## src/design/flbt_pkg.sv

```systemverilog
// Shared types and codes for the failed-login ban table.
`default_nettype none

package flbt_pkg;

	// Request codes carried on the input tuser.
	localparam logic [1:0] REQ_CHECK   = 2'd0;
	localparam logic [1:0] REQ_FAIL    = 2'd1;
	localparam logic [1:0] REQ_SUCCESS = 2'd2;

	// Configuration register indexes.
	localparam logic CFG_FAILURE_LIMIT = 1'b0;
	localparam logic CFG_BAN_SECONDS   = 1'b1;

	// Reset values of the configuration registers.
	localparam logic [15:0] FAILURE_LIMIT_RESET = 16'd5;
	localparam logic [31:0] BAN_SECONDS_RESET   = 32'd300;

	// Field widths.
	localparam int ADDR_W  = 32;
	localparam int TIME_W  = 32;
	localparam int COUNT_W = 16;
	localparam int IN_DATA_W  = 64;
	localparam int OUT_DATA_W = 24;

	// Queued request between the front and the back.
	typedef struct packed {
		logic              known;
		logic [1:0]        req;
		logic [ADDR_W-1:0] addr;
		logic [TIME_W-1:0] now;
	} item_t;

	// One table entry.
	typedef struct packed {
		logic [ADDR_W-1:0]  addr;
		logic [COUNT_W-1:0] count;
		logic [TIME_W-1:0]  ban_end;
	} entry_t;

	// One result item.
	typedef struct packed {
		logic               allowed;
		logic               found;
		logic               added;
		logic               dropped;
		logic               banned;
		logic [COUNT_W-1:0] fails;
	} result_t;

	// Configuration values seen by the back end.
	typedef struct packed {
		logic [COUNT_W-1:0] failure_limit;
		logic [TIME_W-1:0]  ban_seconds;
	} cfg_t;

endpackage

`default_nettype wire

```

## src/design/flbt_front.sv

```systemverilog
// Front end: accepts requests, classifies them and queues them for the back end.
`default_nettype none

module flbt_front
	import flbt_pkg::*;
(
	input  wire logic              clk,
	input  wire logic              arst_n,
	input  wire logic              in_valid,
	output logic                   in_ready,
	input  wire logic [1:0]        in_req,
	input  wire logic [ADDR_W-1:0] in_addr,
	input  wire logic [TIME_W-1:0] in_now,
	output logic                   q_valid,
	output item_t                  q_item,
	input  wire logic              q_pop
);

	item_t      slot_q [2];
	logic       wr_ptr_q;
	logic       rd_ptr_q;
	logic [1:0] fill_q;
	logic       push;
	logic       pop;
	item_t      new_item;

	assign in_ready = (fill_q != 2'd2);
	assign q_valid  = (fill_q != 2'd0);
	assign q_item   = slot_q[rd_ptr_q];
	assign push     = in_valid && in_ready;
	assign pop      = q_pop && q_valid;

	// Mark whether the request code names a known operation.
	always_comb begin
		new_item.req  = in_req;
		new_item.addr = in_addr;
		new_item.now  = in_now;
		case (in_req) inside
			REQ_CHECK, REQ_FAIL, REQ_SUCCESS: new_item.known = 1'b1;
			default:                          new_item.known = 1'b0;
		endcase
	end

	// Queue payload slots.
	always_ff @(posedge clk) begin
		if (push) begin
			slot_q[wr_ptr_q] <= new_item;
		end
	end

	// Queue pointers and fill level.
	always_ff @(posedge clk or negedge arst_n) begin
		if (!arst_n) begin
			wr_ptr_q <= 1'b0;
			rd_ptr_q <= 1'b0;
			fill_q   <= 2'd0;
		end else begin
			if (push) begin
				wr_ptr_q <= ~wr_ptr_q;
			end
			if (pop) begin
				rd_ptr_q <= ~rd_ptr_q;
			end
			case ({push, pop})
				2'b10:   fill_q <= fill_q + 2'd1;
				2'b01:   fill_q <= fill_q - 2'd1;
				default: fill_q <= fill_q;
			endcase
		end
	end

endmodule

`default_nettype wire

```

## config.mk

```make
export PLATFORM = sky130hd
export DESIGN_NAME = flbt_front
export DESIGN_NICKNAME = d
export VERILOG_FILES = /design/src/design/flbt_pkg.sv /design/src/design/flbt_front.sv
export SDC_FILE = /design/constraint.sdc
export NUM_CORES = 1
export LEC_CHECK = 0
export BUFFER_PORTS_ARGS = -buffer_cell sky130_fd_sc_hd__buf_2
export CELL_PAD_IN_SITES_DETAIL_PLACEMENT = 1
export CELL_PAD_IN_SITES_GLOBAL_PLACEMENT = 2
export CORE_ASPECT_RATIO = 0.8
export CORE_MARGIN = 2
export CORE_UTILIZATION = 38
export DETAILED_ROUTE_END_ITERATION = 16
export MAX_ROUTING_LAYER = met4
export PLACE_DENSITY = 0.85
export SYNTH_ARGS = -nofsm -noshare
export SYNTH_HDL_FRONTEND = slang
export SYNTH_SLANG_ARGS = --single-unit
```

## constraint.sdc

```tcl
create_clock -name clk -period 4.8 [get_ports clk]
set_clock_uncertainty 0.05 [all_clocks]
set_input_delay 0.72 -clock clk [delete_from_list [all_inputs] [get_ports clk]]
set_output_delay 0.72 -clock clk [all_outputs]
set_load 0.1 [all_outputs]
```

After elaboration in Yosys (flattened, before gate mapping)
Memories as Yosys holds them, arrays and structs flattened.
Index checks and enable logic that the tools add are counted.
{ "word_totals": {"ff_bits": 4, "out_inout_bits": 69, "n_memories": 1, "in_bits": 70, "mem_bits_rw": 134, "elab_cells": 23} }
{ "memory_table": {"columns": ["memory", "depth", "word_bits", "read_ports", "rd_clocked_by_memory_dff", "wr", "line_no", "rtl"], "rows": [
  ["slot_q", 2, 67, 1, 0, 1, "flbt_front.sv:19", "item_t slot_q [2];"]
]} }
{ "op_classes": {"bitwise_logic": 2, "n_reduce_logical": 6, "addsub": 2, "eq_ne": 5, "mux": 4} }
{ "ops": {"columns": ["operator", "count"], "rows": [
  ["2-bit by 1-bit equality test with 1-bit output, second input constant", 2],
  ["2-bit equality test, second input constant", 2],
  ["2-bit case mux with 2 select lines", 1],
  ["2-bit nonzero test", 2],
  ["1-bit 2-to-1 mux", 3],
  ["3-bit OR reduction", 1],
  ["2-bit by 1-bit adder with 2-bit output, second input constant", 1],
  ["1-bit logical AND", 2],
  ["2-bit zero test", 1],
  ["2-bit != test, second input constant", 1],
  ["1-bit inverter", 2],
  ["2-bit by 1-bit subtractor with 2-bit output, second input constant", 1]
]} }

Depth between registers and ports, before layout
{ "depth": {"word_depth": 4, "ltp_mapped": 6, "ltp_nobuf": 6} }

Least setup slack after synthesis
Ideal clock, no wire load.
{ "synth_path": {"path_kind": "flip-flop to flip-flop", "start": "register fill_q[0]", "end": "memory slot_q[0][0] (netlist bit) (enable)", "path_buffers": 0, "setup_slack_ns": -0.046, "arrival_ns": 4.303, "setup_ns": 0.493, "stages_incl_launch_ff": 4, "required_ns": 4.257, "synth_period_minus_slack_ns": 4.846, "cell_sequence": "dfrtp_1 -> nand2b_1 -> nand2_1 -> nor2_1"} }
{ "synth_via": {"elab_chain_len": 4} }
{ "synth_rtl": {"columns": ["item", "line_no", "rtl"], "rows": [
  ["start, declared", "flbt_front.sv:22", "logic [1:0] fill_q;"],
  ["start signal, assigned", "flbt_front.sv:65", "2'b10: fill_q <= fill_q + 2'd1;"],
  ["start signal, assigned", "flbt_front.sv:66", "2'b01: fill_q <= fill_q - 2'd1;"],
  ["start signal, assigned", "flbt_front.sv:67", "default: fill_q <= fill_q;"],
  ["2-bit != test", "flbt_front.sv:27", "assign in_ready = (fill_q != 2'd2);"],
  ["named net in_ready", "flbt_front.sv:10", "output logic in_ready,"],
  ["1-bit logical AND", "flbt_front.sv:30", "assign push = in_valid && in_ready;"],
  ["1-bit 2-to-1 mux", "flbt_front.sv:46", "if (push) begin"],
  ["1-bit 2-to-1 mux (not written as such)", "flbt_front.sv:47", "slot_q[wr_ptr_q] <= new_item;"],
  ["end, declared", "flbt_front.sv:19", null]
]} }
The timed path passes the listed nets, and every way through them passes these cells.

==> impl_metrics.yaml <==
synthesis:
  synth_fp_nets: 298
  synth-warning-count: 0
  yosys.area.top_type: "edfxtp_1"
  ys_ff_latch: 138
  ys.flop_type: "edfxtp_1"
  yosysMostFrequentCell: "edfxtp_1"
  synth_edf_count: 134
  syn_area_per_cell_um2: 22.6
  synthCells: 227
  ys_seq_area_frac: 0.805
  async_flop_share: 0.0290
  syn_area_um2: 5120
  synth_area_leaders: "edfxtp_1 79%, mux2_2 10%, mux2_4 5.9%"
  synth_commonest_cells: "134 x edfxtp_1, 47 x mux2_2, 20 x mux2_4, 4 x buf_2, 4 x dfrtp_1"
  ys_types: 16
  synth_top_area_share: 0.785
setup_path:
  cp-end-kind: "output pin"
  crit_arrival_ns: 2.31
  crit_type: "register to output pin"
  start_kind: "register"
  required_ns: 4.03
  worstPathMaxFanout: 68
die:
  core-area_um2: 13000
  start_util: 0.394
  dieArea_um2: 14400
  num_rows: 37
  ios: 139
  die_h_um: 108
  die_w_um: 134
flow_run:
  drv_cap: 0
layout:
  area.growth.synth_to_final_pct: 26.1
  regArea_um2: 4130
  stdcell_count: 562
  post-route-cell-area_um2: 6460
  utilization: 0.497
  drive_gt1_frac: 0.602
  nets: 449
  antenna_cells: 0
  multi_input_area_um2: 941
  fill_cells: 1253
routing:
  routed.top_layer: "met4"
  ant_nets: 0
  met3_length_um: 730
  drt_iter0_drc: 138
  vias: 2593
  wl_met1_mm: 4.10
  viasPerCell: 4.61
  drt-wirelength-per-cell_um: 17.2
  drc_errors: 0
  wl_mm: 9.68
  drt_pre_antenna_iters: 4
  dr_wl_met2_mm: 4.66
timing:
  maxSlewViolCount: 0
  hold_viol_final: 0
  setup_violations: 0
  relSlewSlack: 0.304
  finalCriticalPeriod_ns: 3.08
  setup_tns_ns: 0
  rsz0062_at_grt: "false"
  period_share: 0.641
  worstMarginPinSlew_ns: 1.04
  max_freq_ghz: 0.325
grt:
  antenna_found_initial: 0
  grt_pass1_vias: 2876
  grt_max_degree: 69
  grt_pass1_wl_mm: 14.8
  grt_overflow: 0
  grt_usage: 0.146
placement:
  dpl_cell_area_um2: 5990
  place_hpwl_mm: 6.32
  place_inst: 534
  port_buffers: 138
  gp_congestion: 0.718
clock_tree:
  cts_root_buffer: "clkbuf_16"
  cts_tree: "done"
  htreeDepth: 4
  clkLatencyLatePin_ns: 0.41
  clock-sinks: 138
  clk_path_buf_depth: 2
  hold_buffers: 0
  cts_made_buffers: 17
  clkTransAtPathRegs_ns: 0.05
  post_cts_buffers: 0
  ctsResizeCount: 0
status:
  status: "completed"
hold_path:
  hold_path_class: "input pin to asynchronous set/reset pin"
## cells by family after synthesis
logic type | Yosys count | share of synthesized area
mux | 67 | 0.162
simple gates | 8 | 0.00830
xor+xnor | 5 | 0.00855
buf+inv | 8 | 0.0142
flops | 138 | 0.805
fa+ha+maj | 1 | 0.00244
## routing by layer
metal / global-route usage / vias up
li1: - / 1195
met1: 0.170 / 1274
met2: 0.222 / 106
met3: 0.0579 / 18
met4: 0.0699 / 0
met5: - / -
## cell type report
cell class,instances,area share
clock buffer,21,0.0681
clock inverter,7,0.00484
multi-input combinational,81,0.146
timing repair buffer,140,0.109
tap,175,0.0339
sequential,138,0.638
## per-stage QoR
step,worst slack [ns],hold slack (ns)
2_1_floorplan,1.07,0.374
3_3_place_gp,2.13,0.422
3_5_place_dp,2.12,0.434
4_1_cts,1.66,0.0419
5_1_grt,1.60,0.0489
6_report,1.72,0.0639
## cells in the final DEF (no fill, tap or decap), types with 2 or more instances in the layout
| cell type | count |
|---|---|
| buf_2 | 138 |
| buf_4 | 2 |
| clkbuf_1 | 4 |
| clkbuf_16 | 17 |
| clkinv_1 | 3 |
| clkinv_2 | 4 |
| dfrtp_1 | 3 |
| edfxtp_1 | 134 |
| mux2_2 | 47 |
| mux2_4 | 20 |
| nand2_1 | 2 |
| xnor2_1 | 3 |
| xor2_1 | 2 |
## worst max-delay path: stages, from the launching register on
cell and delay, ns:
dfrtp_4 1.09, mux2_2 0.32, buf_2 0.42
## flip-flops by register name, indices dropped and copies added (netlist names)
signal    flops
fill_q        2
wr_ptr_q      1
slot_q      134
rd_ptr_q      1
## worst paths after layout
path                            from       endpoint  cells after the start  slack (ns)
min in group clk           fill_q[1]      fill_q[1]                      1        0.44
max reg2reg                fill_q[0]  slot_q[1][49]                      2        2.88
max                         rd_ptr_q      q_item[8]                      2        1.72
max in group asynchronous     arst_n       rd_ptr_q                      1        4.49
min                           arst_n       rd_ptr_q                      1        0.06
min reg2reg                fill_q[1]      fill_q[1]                      1        0.44
Power is left out: the tool's default activity adds up to more than one toggle a clock period on the data nets, which glitch-free logic cannot reach.
